===== config.mk =====
export PLATFORM = sky130hd
export DESIGN_NAME = base64_stream_encoder
export DESIGN_NICKNAME = d
export VERILOG_FILES = /design/src/sv/b64se_pkg.sv /design/src/sv/b64se_front.sv /design/src/sv/b64se_queue.sv /design/src/sv/b64se_back.sv /design/src/sv/base64_stream_encoder.sv
export SDC_FILE = /design/constraint.sdc
export NUM_CORES = 1
export LEC_CHECK = 0
export BUFFER_PORTS_ARGS = -buffer_cell sky130_fd_sc_hd__buf_4
export CAP_MARGIN = 20
export CORE_AREA = 2 2 70 72
export DETAILED_ROUTE_END_ITERATION = 16
export DIE_AREA = 0 0 72 74
export GPL_TIMING_DRIVEN = 0
export PLACE_DENSITY = 0.82
export SYNTH_ARGS = -nofsm -noshare
export SYNTH_HDL_FRONTEND = slang
export SYNTH_SLANG_ARGS = --single-unit

===== constraint.sdc =====
create_clock -name i_clk -period 5.9 [get_ports i_clk]
set_input_delay 0.885 -clock i_clk [delete_from_list [all_inputs] [get_ports i_clk]]
set_output_delay 0.885 -clock i_clk [all_outputs]
set_load 0.03 [all_outputs]

===== src/sv/b64se_pkg.sv =====
// shared types, constants and the sextet-to-ascii mapping for the base64 encoder
// no dependencies
package b64se_pkg;

    localparam int Q_DEPTH = 2;
    localparam int QADDR_W = (Q_DEPTH > 1) ? $clog2(Q_DEPTH) : 1;
    localparam int QCNT_W  = $clog2(Q_DEPTH + 1);

    localparam logic [7:0] PAD_CHAR = 8'h3D;

    typedef struct packed {
        logic [7:0] data_byte;
        logic       final_byte;
    } t_in_item;

    typedef struct packed {
        logic [7:0] out_char;
        logic       end_of_text;
    } t_out_item;

    typedef struct packed {
        logic       is_pad;
        logic [5:0] sextet;
    } t_sym;

    // one accepted byte turned into up to four symbols
    typedef struct packed {
        t_sym [3:0] syms;
        logic [1:0] last_idx;
        logic       fin;
    } t_cmd;

    function automatic logic [7:0] sextet_to_char(input logic [5:0] v);
        logic [7:0] w;
        logic [7:0] r;
        w = {2'b00, v};
        if (v < 6'd26) begin
            r = 8'h41 + w;
        end else if (v < 6'd52) begin
            r = 8'h61 + w - 8'd26;
        end else if (v < 6'd62) begin
            r = 8'h30 + w - 8'd52;
        end else if (v == 6'd62) begin
            r = 8'h2B;
        end else begin
            r = 8'h2F;
        end
        return r;
    endfunction

    function automatic logic [7:0] sym_to_char(input t_sym s);
        return s.is_pad ? PAD_CHAR : sextet_to_char(s.sextet);
    endfunction

endpackage


===== src/sv/b64se_front.sv =====
// front end: accepts bytes, tracks carry bits and group phase, builds symbol commands
// depends on b64se_pkg
module b64se_front (
    input  logic               i_clk,
    input  logic               i_rst_n,
    input  logic               i_push,
    input  b64se_pkg::t_in_item i_item,
    input  logic               i_q_full,
    output logic               o_q_push,
    output b64se_pkg::t_cmd    o_cmd
);

    typedef enum logic [1:0] {
        PH_FIRST  = 2'd0,
        PH_SECOND = 2'd1,
        PH_THIRD  = 2'd2
    } t_phase;

    t_phase     r_phase, n_phase;
    logic [3:0] r_carry, n_carry;

    b64se_pkg::t_sym pad_sym;
    logic [7:0]      b;
    logic            fin;

    assign pad_sym = '{is_pad: 1'b1, sextet: 6'd0};
    assign b       = i_item.data_byte;
    assign fin     = i_item.final_byte;
    assign o_q_push = i_push && !i_q_full;

    always_comb begin
        o_cmd.syms[2] = pad_sym;
        o_cmd.syms[3] = pad_sym;
        o_cmd.fin     = fin;
        case (r_phase)
            PH_SECOND: begin
                o_cmd.syms[0] = '{is_pad: 1'b0, sextet: {r_carry[1:0], b[7:4]}};
                o_cmd.syms[1] = '{is_pad: 1'b0, sextet: {b[3:0], 2'b00}};
                o_cmd.last_idx = fin ? 2'd2 : 2'd0;
                n_carry = b[3:0];
                n_phase = PH_THIRD;
            end
            PH_THIRD: begin
                o_cmd.syms[0] = '{is_pad: 1'b0, sextet: {r_carry, b[7:6]}};
                o_cmd.syms[1] = '{is_pad: 1'b0, sextet: b[5:0]};
                o_cmd.last_idx = 2'd1;
                n_carry = 4'd0;
                n_phase = PH_FIRST;
            end
            default: begin
                o_cmd.syms[0] = '{is_pad: 1'b0, sextet: b[7:2]};
                o_cmd.syms[1] = '{is_pad: 1'b0, sextet: {b[1:0], 4'b0000}};
                o_cmd.last_idx = fin ? 2'd3 : 2'd0;
                n_carry = {2'b00, b[1:0]};
                n_phase = PH_SECOND;
            end
        endcase
        // end of message restarts the group
        if (fin) begin
            n_carry = 4'd0;
            n_phase = PH_FIRST;
        end
    end

    always_ff @(posedge i_clk) begin
        if (!i_rst_n) begin
            r_phase <= PH_FIRST;
            r_carry <= 4'd0;
        end else if (o_q_push) begin
            r_phase <= n_phase;
            r_carry <= n_carry;
        end
    end

endmodule


===== src/sv/b64se_queue.sv =====
// short command queue between front and back end
// depends on b64se_pkg
module b64se_queue (
    input  logic            i_clk,
    input  logic            i_rst_n,
    input  logic            i_push,
    input  b64se_pkg::t_cmd i_cmd,
    output logic            o_full,
    input  logic            i_pop,
    output b64se_pkg::t_cmd o_cmd,
    output logic            o_empty
);

    b64se_pkg::t_cmd r_mem [b64se_pkg::Q_DEPTH];
    logic [b64se_pkg::QADDR_W-1:0] r_wptr, r_rptr;
    logic [b64se_pkg::QCNT_W-1:0]  r_count;

    logic do_push, do_pop;

    assign o_full  = (r_count == b64se_pkg::QCNT_W'(b64se_pkg::Q_DEPTH));
    assign o_empty = (r_count == '0);
    assign do_push = i_push && !o_full;
    assign do_pop  = i_pop && !o_empty;
    assign o_cmd   = r_mem[r_rptr];

    function automatic logic [b64se_pkg::QADDR_W-1:0] inc_ptr(
        input logic [b64se_pkg::QADDR_W-1:0] p
    );
        return (p == b64se_pkg::QADDR_W'(b64se_pkg::Q_DEPTH - 1)) ? '0 : p + 1'b1;
    endfunction

    always_ff @(posedge i_clk) begin
        if (do_push) begin
            r_mem[r_wptr] <= i_cmd;
        end
    end

    always_ff @(posedge i_clk) begin
        if (!i_rst_n) begin
            r_wptr  <= '0;
            r_rptr  <= '0;
            r_count <= '0;
        end else begin
            if (do_push) begin
                r_wptr <= inc_ptr(r_wptr);
            end
            if (do_pop) begin
                r_rptr <= inc_ptr(r_rptr);
            end
            if (do_push && !do_pop) begin
                r_count <= r_count + 1'b1;
            end else if (do_pop && !do_push) begin
                r_count <= r_count - 1'b1;
            end
        end
    end

endmodule


===== src/sv/b64se_back.sv =====
// back end: steps through each command's symbols, one ascii character per cycle
// while a command is queued and the output is free; depends on b64se_pkg
module b64se_back (
    input  logic                i_clk,
    input  logic                i_rst_n,
    input  b64se_pkg::t_cmd     i_cmd,
    input  logic                i_q_empty,
    output logic                o_q_pop,
    input  logic                i_pop,
    output logic                o_empty,
    output b64se_pkg::t_out_item o_item
);

    logic [1:0]               r_idx;
    logic                     r_valid;
    b64se_pkg::t_out_item     r_out;

    logic load;
    logic at_last;

    // output register is free when empty or being drained this cycle
    assign load    = (!r_valid || i_pop) && !i_q_empty;
    assign at_last = (r_idx == i_cmd.last_idx);
    assign o_q_pop = load && at_last;
    assign o_empty = !r_valid;
    assign o_item  = r_out;

    always_ff @(posedge i_clk) begin
        if (load) begin
            r_out.out_char    <= b64se_pkg::sym_to_char(i_cmd.syms[r_idx]);
            r_out.end_of_text <= i_cmd.fin && at_last;
        end
    end

    always_ff @(posedge i_clk) begin
        if (!i_rst_n) begin
            r_valid <= 1'b0;
            r_idx   <= 2'd0;
        end else begin
            if (load) begin
                r_valid <= 1'b1;
                r_idx   <= at_last ? 2'd0 : r_idx + 2'd1;
            end else if (i_pop) begin
                r_valid <= 1'b0;
            end
        end
    end

endmodule


===== src/sv/base64_stream_encoder.sv =====
// top level of the streaming base64 encoder: front end, command queue, back end
// depends on b64se_pkg, b64se_front, b64se_queue, b64se_back
//
//  channel   handshake        payload          direction
//  input     i_push / o_full  i_item           bytes in, final_byte marks message end
//  result    o_empty / i_pop  o_item           ascii characters out, end_of_text on last
//
// a byte is taken when pushed while the queue is not full and turned into one to four symbols in the queue
// the back end sends one character per cycle while the receiver pops and commands are queued; a byte yields
// 4/3 characters on average, up to 4 on a message's final byte
// the output register accepts a new character in the cycle its current one is popped
// synchronous active-low reset clears the group phase, carry bits, queue and output
module base64_stream_encoder (
    input  logic                 i_clk,
    input  logic                 i_rst_n,
    input  logic                 i_push,
    input  b64se_pkg::t_in_item  i_item,
    output logic                 o_full,
    input  logic                 i_pop,
    output logic                 o_empty,
    output b64se_pkg::t_out_item o_item
);

    b64se_pkg::t_cmd front_cmd;
    b64se_pkg::t_cmd head_cmd;
    logic            q_push, q_full, q_pop, q_empty;

    assign o_full = q_full;

    b64se_front u_front (
        .i_clk    (i_clk),
        .i_rst_n  (i_rst_n),
        .i_push   (i_push),
        .i_item   (i_item),
        .i_q_full (q_full),
        .o_q_push (q_push),
        .o_cmd    (front_cmd)
    );

    b64se_queue u_queue (
        .i_clk   (i_clk),
        .i_rst_n (i_rst_n),
        .i_push  (q_push),
        .i_cmd   (front_cmd),
        .o_full  (q_full),
        .i_pop   (q_pop),
        .o_cmd   (head_cmd),
        .o_empty (q_empty)
    );

    b64se_back u_back (
        .i_clk     (i_clk),
        .i_rst_n   (i_rst_n),
        .i_cmd     (head_cmd),
        .i_q_empty (q_empty),
        .o_q_pop   (q_pop),
        .i_pop     (i_pop),
        .o_empty   (o_empty),
        .o_item    (o_item)
    );

endmodule


==> results of run 1 <==
==> worst max-delay path, stage by stage, from the launching register on <==
cell and delay, ns:
dfxtp_1 0.41, buf_1 0.40, mux4_1 0.39, nor2b_1 0.39, ha_1 0.32, nand2b_1 0.08, clkbuf_4 0.18, or4_1 0.51
a21o_1 0.19
==> worst paths after layout <==
| check | start | to | slack [ns] | depth (start not counted) |
|---|---|---|---|---|
| worst min register to register | u_queue.r_count[1]$_SDFFE_PN0P_ | u_queue.r_count[1]$_SDFFE_PN0P_ | 0.53 | 2 |
| worst max-delay path | u_back.r_idx[0]$_SDFFE_PN0P_ | u_back.o_item[1]$_SDFFCE_PP1P_ | 2.79 | 8 |
| worst max register to register | u_back.r_idx[0]$_SDFFE_PN0P_ | u_back.o_item[1]$_SDFFCE_PP1P_ | 2.79 | 8 |
| worst min-delay path | u_queue.r_count[1]$_SDFFE_PN0P_ | u_queue.r_count[1]$_SDFFE_PN0P_ | 0.53 | 2 |
==> registers in the layout (all words and copies together) (netlist names), named ones only <==
name	count
u_back.r_idx	2
u_queue.r_mem	30
u_back.r_valid	1
u_front.r_phase	2
u_queue.r_count	2
u_queue.r_rptr	1
u_back.o_item	9
u_queue.r_wptr	1
u_front.r_carry	4
==> layout by cell type, fill, tap and decap left out, types with 4 or more instances in the layout <==
| master | Yosys | layout |
|---|---|---|
| nor2_1 | 16 | 16 |
| buf_4 | 0 | 24 |
| edfxtp_1 | 39 | 39 |
| nor3_1 | 7 | 7 |
| dfxtp_1 | 14 | 14 |
| a21oi_1 | 8 | 8 |
| nand2_1 | 16 | 16 |
| and2_1 | 5 | 5 |
| a22oi_1 | 14 | 14 |
| mux4_1 | 4 | 4 |
| nor2b_1 | 14 | 14 |
| o21ai_0 | 16 | 16 |
| xnor2_1 | 10 | 10 |
| clkbuf_8 | 0 | 6 |
| ha_1 | 12 | 12 |
| inv_1 | 12 | 12 |
| clkbuf_1 | 8 | 8 |
==> area by class of cell <==
class | count | area [um^2] | share of cell area
flip-flops and latches | 53 | 1450 | 0.461
multi-input cells | 170 | 1240 | 0.394
repair buffers | 25 | 191 | 0.0608
clock buffers | 6 | 82.6 | 0.0262
well taps | 54 | 67.6 | 0.0215
plain buffers | 12 | 57.6 | 0.0183
inverters | 12 | 45.0 | 0.0143
clock inverters | 2 | 13.8 | 0.00437
==> power groups by stage <==
stage | clock (mW) | combinational (mW) | sequential (mW)
floorplan | 0 | 0.599 | 0.633
global placement | 0 | 0.838 | 0.572
detailed placement | 0 | 0.871 | 0.576
CTS | 0.218 | 0.873 | 0.567
global route | 0.230 | 0.968 | 0.575
finish | 0.213 | 0.871 | 0.565
==> routing by layer <==
layer | routed length (um) | vias to the layer above | GRT usage
met3 | 206 | 9 | 0.0501
met1 | 2150 | 913 | 0.244
met4 | 82 | 0 | 0.0860
met5 | 0 | - | 0
met2 | 2630 | 55 | 0.390
li1 | - | 977 | -
==> cells by family (layout without fill, tap and decap cells) <==
group	Yosys count	count (layout)	synth area share
xor+xnor	12	12	0.0376
simple gates	82	82	0.159
mux	10	10	0.0685
compound gates	54	54	0.125
buf+inv	24	57	0.0367
flops	53	53	0.519
fa+ha+maj	12	12	0.0537
==> per-stage QoR <==
| stage | util | setup WS (ns) | power (mW) | instances | hold slack, ns |
|---|---|---|---|---|---|
| finish | 0.685 | 2.79 | 1.65 | 334 | 0.526 |
| global placement | 0.660 | 2.85 | 1.41 | 324 | 0.516 |
| floorplan | - | 3.13 | 1.23 | 247 | 0.486 |
| global route | 0.685 | 2.57 | 1.77 | 334 | 0.591 |
| detailed placement | 0.664 | 2.80 | 1.45 | 326 | 0.513 |
| CTS | 0.685 | 2.79 | 1.66 | 334 | 0.531 |
==> cells in the mapped netlist (2+ instances only) <==
cell | number | area share
mux4_2 | 2 | 0.016
nor2_1 | 16 | 0.021
mux2i_1 | 3 | 0.011
and2_1 | 5 | 0.011
edfxtp_1 | 39 | 0.42
nor2b_1 | 14 | 0.031
nand3_1 | 3 | 0.0054
a21oi_1 | 8 | 0.014
ha_1 | 12 | 0.054
a22oi_1 | 14 | 0.038
a31oi_1 | 3 | 0.0067
nor3b_1 | 3 | 0.0081
o21a_1 | 2 | 0.0054
nand2b_1 | 3 | 0.0067
mux4_1 | 4 | 0.038
nand2_1 | 16 | 0.021
o21ai_0 | 16 | 0.029
o311a_1 | 2 | 0.0072
xor2_1 | 2 | 0.0063
or3_1 | 3 | 0.0067
clkbuf_1 | 8 | 0.011
and3_1 | 2 | 0.0045
xnor2_1 | 10 | 0.031
dfxtp_1 | 14 | 0.10
inv_1 | 12 | 0.016
nor3_1 | 7 | 0.013
==> results.ini, run 1 <==
[run_status]
status=finished, final reports clean

[sta]
fin_crit_ns=3.11
finalHoldViolations=0
fin_skew_ns=0.0127
rsz0062_at_grt=no
slew_headroom=0.396
tns_ns=0
finalCritPeriodShare=0.527
fmax_mhz=322
finalMaxSlewViolations=0
setup_viol_count_final=0
worstMarginPinSlew_ns=0.902

[critical_path]
start_kind=flip-flop
arrival_ns=3.19
cp_max_fo=10
worst_ep_required_time_ns=5.98
endpoint_kind=flip-flop
crit_type=flip-flop to flip-flop

[die]
initial_utilization=0.608
pin_count=24
die_area_um2=5330
rows=25
core_area_um2=4600
die_height_um=74
die_w_um=72

[pwr]
p_leak_nw=1.17
internal_power_mw=0.988
pwr-share-comb=0.528
power_density_nw_per_um2=524
net-switching-power_mw=0.661
pwr-share-seq=0.343
power_frac_clock=0.129
vdd_drop_max_uv=201
swShare=0.401

[clock_network]
hold_buffers=0
cts_tree=yes
path_clk_slew_ns=0.10
ctsResizeCount=0
cts_buffers=5
htreeDepth=2
clk_path_buf_depth=2
clkLatencyLatePin_ns=0.31
cts-root-buf=clkbuf_8
post-cts-setup-buffer-count=0
cts_sinks=53

[grt]
grt_usage=0.214
antenna_found_initial=0
gr-total-overflow=0
grt_pass1_wl_um=8590
grt_max_degree=17
grt_pass1_vias=1899

[synthesis]
synth_enable_flop_cells=39
syn_inst=247
seq_area_frac_synth=0.519
synth_area_um2=2790
ys_ff_latch=53
synth-main-ff-cell=edfxtp_1
yosysWarnings=0
async_flop_share=0
avgSynthCellArea_um2=11.3
post_synth_num_cell_types=50
synth_nets=272

[detailed_routing]
dr_total_vias=1954
post_drt_via_cell_ratio=5.85
route.detailed.drc=0
finalWirelength_um=5070
drt-pass1-iter-count=5
routedWlPerCell_um=15.2
ant_nets=0
drtIter0Drc=169

[run]
maxCapViolations=0

[finish]
drive_above_1_share=0.143
finalInstanceArea_um2=3150
nFillCells=364
diodes=0
final_nets=304
area_delta_synth_final_pct=12.7

[place]
dp_hpwl_um=3810
portBuffers=23
gp_congestion=0.840
dpl_cell_area_um2=3050

[worst_hold_path]
hold_path.class=flip-flop to flip-flop

(Power assumes the default switching activity.)
==> inputs of run 2 (changes only) <==
CORE_AREA = 2 2 72 74   (was 2 2 70 72)
DIE_AREA = 0 0 74 76   (was 0 0 72 74)
PLACE_DENSITY = 0.78   (was 0.82)
clock period = 3.02 ns   (was 5.9 ns; I/O delays follow)
==> run 2 against run 1 <==
- clock power increased by 87%
- maximum frequency increased by 8.2%
- via count increased by 0.15%
- global-route usage decreased by 2.1 points
- sequential cell count unchanged
- critical path depth unchanged
- final cell count increased by 5.1%
- utilization decreased by 3.9 points
- routed wire length decreased by 3.0%
- non-clock buffer count increased by 1
- critical path type unchanged
==> results.ini, run 2 (synthesis results as in run 1) <==
[run_status]
status=finished, final reports clean

[finish]
final_common_cell=edfxtp_1
fin_cells=351  ; +5.1%
final_cell_mix=edfxtp_1, buf_4, nor2_1, nand2_1, o21ai_0
final_nets=305  ; +0.33%
largest_reg_flops=30  ; unchanged
diodes=0  ; unchanged
top_register=u_queue.r_mem
area_delta_synth_final_pct=13.6
drive_above_1_share=0.160  ; +0.0173

[detailed_routing]
ant_nets=0  ; unchanged
route.detailed.drc=0  ; unchanged
drt-pass1-iter-count=4  ; -1
post_drt_via_cell_ratio=5.58  ; -4.7%
drtIter0Drc=108  ; -36%
routedWlPerCell_um=14.0  ; -7.7%
dr_total_vias=1957  ; +0.15%
finalWirelength_um=4910  ; -3.0%

[sta]
finalHoldViolations=0  ; unchanged
fin_skew_ns=0.0147  ; +0.00195 ns
fmax_mhz=348  ; +8.2%
fin_crit_ns=2.87  ; -0.234 ns
finalCritPeriodShare=0.951  ; +0.424
slew_headroom=0.358  ; -0.0386
worstMarginPinSlew_ns=0.960  ; +0.0577 ns
finalMaxSlewViolations=0  ; unchanged
setup_viol_count_final=0  ; unchanged
rsz0062_at_grt=no
whs_ns=0.378  ; -0.148 ns

[run]
maxCapViolations=0  ; unchanged

[die]
die_w_um=74  ; +2.8%
die_area_um2=5620  ; +5.6%
die_height_um=76  ; +2.7%
rows=26  ; +4.0%
pin_count=24  ; unchanged
core_area_um2=4910  ; +6.8%
initial_utilization=0.569  ; -0.0388

[place]
placedCellCount=342  ; +4.9%
dp_hpwl_um=3660  ; -3.8%
gp_congestion=0.839  ; -0.19%
portBuffers=23  ; unchanged

[critical_path]
worst_ep_required_time_ns=3.10  ; -2.88 ns
arrival_ns=2.95  ; -0.24 ns
cp_max_fo=10  ; unchanged
worstPathCellList=buf_2 > mux4_2 > nor2b_1 > ha_1 > nand2b_1 > clkbuf_4 > or4_1 > a21o_1
reg2reg_depth=8  ; unchanged
crit_family=simple AND/OR/NAND/NOR gates
crit_type=flip-flop to flip-flop
start_kind=flip-flop
slowest_stage=or4_1
cp_num_buf_inv=2  ; unchanged
endpoint_kind=flip-flop
max_stage_delay_ns=0.52  ; about the same
cp.depth=8  ; unchanged

[clock_network]
clkLatencyLatePin_ns=0.31  ; about the same
cts-root-buf=clkbuf_8
htreeDepth=2  ; unchanged
hold_buffers=0  ; unchanged
cts_sinks=53  ; unchanged
cts_buffers=5  ; unchanged
path_clk_slew_ns=0.10  ; about the same
clk_path_buf_depth=2  ; unchanged
cts_tree=yes

[grt]
grt_max_degree=19  ; +2
grt_pass1_wl_um=8300  ; -3.4%
gr-total-overflow=0  ; unchanged
grt_usage=0.192  ; -0.0213
grt_pass1_vias=1842  ; -3.0%
antenna_found_initial=0  ; unchanged

[pwr]
p_leak_nw=1.17  ; -0.30%
power_density_nw_per_um2=1010  ; +93%
vdd_drop_max_uv=510  ; +150%

[worst_hold_path]
hold_path.class=primary input to flip-flop
hold_path_depth=1  ; -1

## run 2: cell types whose count changed in the layout (fill, tap and decap cells not counted), sizes merged
cell      previous run  this run
inv                 12        13
clkbuf              15        14
clkinvlp             0         1
buf                 28        29
clkinv               2         1
## run 2: path summary, 6_finish.rpt
path,from,to,slack [ns]
worst max register to register,u_back.r_idx[0]$_SDFFE_PN0P_,u_back.o_item[1]$_SDFFCE_PP1P_,0.15
worst min register to register,u_queue.r_count[1]$_SDFFE_PN0P_,u_queue.r_count[1]$_SDFFE_PN0P_,0.53
worst min-delay path,i_item[0],u_queue.r_mem[1][0]$_DFFE_PP_,0.38
worst max-delay path,u_back.r_idx[0]$_SDFFE_PN0P_,u_back.o_item[1]$_SDFFCE_PP1P_,0.15
## run 2: report_power, final
| part | switching, mW | internal [mW] |
|---|---|---|
| clock | 0.232 | 0.167 |
| combinational | 0.987 | 0.723 |
| sequential | 0.0720 | 1.03 |
## run 2: layer usage
layer / routed length (um) / track usage / up-vias
met4: 77 / 0.0927 / 0
met2: 2430 / 0.304 / 54
met1: 2210 / 0.250 / 917
met5: 0 / 0 / -
li1: - / - / 980
met3: 202 / 0.0384 / 6
## run 2: through the flow
stage | worst slack (ns) | util | instance area [um^2] | TNS (ns) | power [mW]
after floorplan | 0.251 | - | 2790 | 0 | 2.41
after CTS | 0.0154 | 0.645 | 3170 | 0 | 3.21
after detailed placement | -0.0492 | 0.626 | 3080 | -0.0737 | 2.80
final | 0.148 | 0.646 | 3170 | 0 | 3.21
after global routing | 0.0372 | 0.646 | 3170 | 0 | 3.49
after global placement | -0.0262 | 0.622 | 3050 | -0.0284 | 2.76
## run 2: area by class of cell
cell class                      instances  area, um^2
Timing Repair Buffer                   26         203
Clock inverter                          3        25.0
Inverter                               12        45.0
Buffer                                 12        58.8
Multi-Input combinational cell        170        1230
Fill cell                             389        1740
Clock buffer                            5        68.8
Sequential cell                        53        1450
Tap cell                               70        87.6
## run 2: repair_timing
item,CTS,global route
setup buffers,0,1
endpoints found under the setup margin,2,3
gates resized for setup,2,2
## run 2: worst register-to-register path, stage by stage (launching register included)
cell and delay, ns:
dfxtp_1 0.42, buf_2 0.26, mux4_2 0.32, nor2b_1 0.38, ha_1 0.30, nand2b_1 0.07
clkbuf_4 0.18, or4_1 0.53, a21o_1 0.19
==> inputs of run 3 (changes only) <==
CORE_AREA = 2 2 90 57   (was 2 2 72 74)
CTS_BUF_LIST = sky130_fd_sc_hd__clkbuf_8   (was default)
DIE_AREA = 0 0 92 59   (was 0 0 74 76)
PLACE_DENSITY = 0.81   (was 0.78)
==> run 3 against run 2 <==
- clock power increased by 14%
- sequential share of layout area about the same
- global-route usage increased by 2.5 points
- non-clock buffer count unchanged
- clock skew decreased by 0.0059 ns
- die area decreased by 3.5%
- combinational power increased by 5%
- highest routed layer unchanged
==> results.ini, run 3 (synthesis results as in run 1) <==
[place]
placedCellCount=335  ; -2.0%
gp_congestion=0.885  ; +5.5%
dp_hpwl_um=4010  ; +9.3%
portBuffers=23  ; unchanged

[critical_path]
arrival_ns=2.90  ; -0.05 ns
worst_ep_required_time_ns=3.07  ; -0.03 ns
endpoint_kind=flip-flop
slowest_stage=mux4_2
crit_top_cell=a21oi_1
crit_type=flip-flop to flip-flop
cp_max_fo=10  ; unchanged
max_stage_delay_ns=0.55  ; +0.03 ns
cp_num_buf_inv=3  ; +1
crit_family=multiplexers
worstPathCellList=buf_6 > mux4_2 > nor2b_1 > inv_1 > ha_1 > nand4b_1 > and3_1 > buf_2 > a21oi_1 > a21oi_1 > a311o_1
start_kind=flip-flop

[sta]
finalMaxSlewViolations=0  ; unchanged
worstMarginPinSlew_ns=0.853  ; -0.107 ns
finalCritPeriodShare=0.947  ; -0.00439
fin_skew_ns=0.00878  ; -0.00589 ns
slew_headroom=0.429  ; +0.0716
tns_ns=0  ; unchanged
setup_viol_count_final=0  ; unchanged
finalHoldViolations=0  ; unchanged
fin_crit_ns=2.86  ; -0.0133 ns
rsz0062_at_grt=no
fmax_mhz=350  ; +0.46%
whs_ns=0.401  ; +0.0225 ns

[clock_network]
cts_tree=yes
clk_path_buf_depth=2  ; unchanged
clkLatencyLatePin_ns=0.30  ; about the same
htreeDepth=2  ; unchanged
cts_sinks=53  ; unchanged
hold_buffers=0  ; unchanged
path_clk_slew_ns=0.08  ; -0.02 ns
cts_buffers=5  ; unchanged
cts-root-buf=clkbuf_8

[die]
initial_utilization=0.619  ; +0.0498
die_height_um=59  ; -22%
die_w_um=92  ; +24%
core_area_um2=4520  ; -8.0%
die_area_um2=5430  ; -3.5%
pin_count=24  ; unchanged
rows=19  ; -27%

[detailed_routing]
drtIter0Drc=299  ; +180%
drt-pass1-iter-count=5  ; +1
finalWirelength_um=5380  ; +9.6%
route.detailed.drc=0  ; unchanged
ant_nets=0  ; unchanged
dr_total_vias=2061  ; +5.3%
routedWlPerCell_um=15.6  ; +12%
post_drt_via_cell_ratio=5.99  ; +7.5%

[pwr]
p_leak_nw=1.18  ; +1.0%
vdd_drop_max_uv=416  ; -18%
power.total_mw=3.35  ; +4.3%
power_density_nw_per_um2=1060  ; +4.2%

[finish]
multi_input_comb_area_um2=1230  ; +0.20%
fin_cells=344  ; -2.0%
final_common_cell=edfxtp_1
final_cell_mix=edfxtp_1, buf_4, nor2_1, nand2_1, o21ai_0
drive_above_1_share=0.157  ; -0.00356
final_nets=305  ; unchanged
largest_reg_flops=30  ; unchanged
top_register=u_queue.r_mem
nFillCells=337  ; -13%
area_delta_synth_final_pct=13.7  ; about the same
diodes=0  ; unchanged
register_area_um2=1450  ; unchanged
fin_util=0.703  ; +0.0571

[worst_hold_path]
hold_path.class=primary input to flip-flop

[grt]
antenna_found_initial=0  ; unchanged
grt_max_degree=16  ; -3
gr-total-overflow=0  ; unchanged
grt_usage=0.218  ; +0.0255
grt_pass1_vias=1808  ; -1.8%
grt_pass1_wl_um=8870  ; +6.8%

[run_status]
status=finished, final reports clean

[run]
maxCapViolations=0  ; unchanged

run 3: changes by cell type in the layout (fill, tap and decap cells not counted), sizes merged:
cell      delta
clkinvlp     -1
bufinv       +1
run 3: final cells by class:
| cell class | instances | share of cell area |
|---|---|---|
| multi-input combinational | 170 | 0.389 |
| clock buffer | 5 | 0.0217 |
| timing repair buffer | 26 | 0.0626 |
| tap | 63 | 0.0248 |
| clock inverter | 3 | 0.0118 |
| sequential | 53 | 0.457 |
| inverter | 12 | 0.0142 |
| buffer | 12 | 0.0185 |
run 3: path summary, 6_finish.rpt:
kind / startpoint / end / slack [ns] / depth (start not counted)
max: flip-flop / u_back.o_item[3]$_SDFFCE_PP1P_ / 0.16 / 11
min: i_item[0] / u_queue.r_mem[0][0]$_DFFE_PP_ / 0.40 / 1
max reg2reg: flip-flop / u_back.o_item[3]$_SDFFCE_PP1P_ / 0.16 / 11
min reg2reg: u_queue.r_count[1]$_SDFFE_PN0P_ / u_queue.r_count[1]$_SDFFE_PN0P_ / 0.54 / 2
run 3: where the power goes:
| part | internal [mW] | switching (mW) |
|---|---|---|
| clock | 0.241 | 0.211 |
| sequential | 1.03 | 0.0799 |
| combinational | 0.732 | 1.05 |
run 3: metal layers:
layer	wire (um)	share of wire	global-route usage
met1	2640	0.49	0.334
met2	2280	0.42	0.312
met3	431	0.080	0.0585
met4	26	0.0048	0.0554
met5	0	0	0
run 3: metrics by stage:
| step | worst slack (ns) | area, um^2 |
|---|---|---|
| after floorplan | 0.251 | 2790 |
| after detailed placement | -0.0915 | 3060 |
| after global routing | 0.0240 | 3180 |
| after CTS | 0.0483 | 3170 |
| after global placement | -0.0942 | 3050 |
| final | 0.161 | 3180 |
run 3: worst reg2reg max path, cell delays in order (launching register included):
cell and delay [ns]:
dfxtp_2 0.42, buf_6 0.18, mux4_2 0.55, nor2b_1 0.19, inv_1 0.11, ha_1 0.16, nand4b_1 0.10, and3_1 0.20
buf_2 0.18, a21oi_1 0.14, a21oi_1 0.05, a311o_1 0.33
run 3: what timing repair did:
action | 4_1_cts | 5_1_grt
endpoints found under the setup margin | 3 | 3
cloned | 0 | 0
gates resized for setup | 3 | 2
pin swaps | 0 | 0
setup buffers | 0 | 1
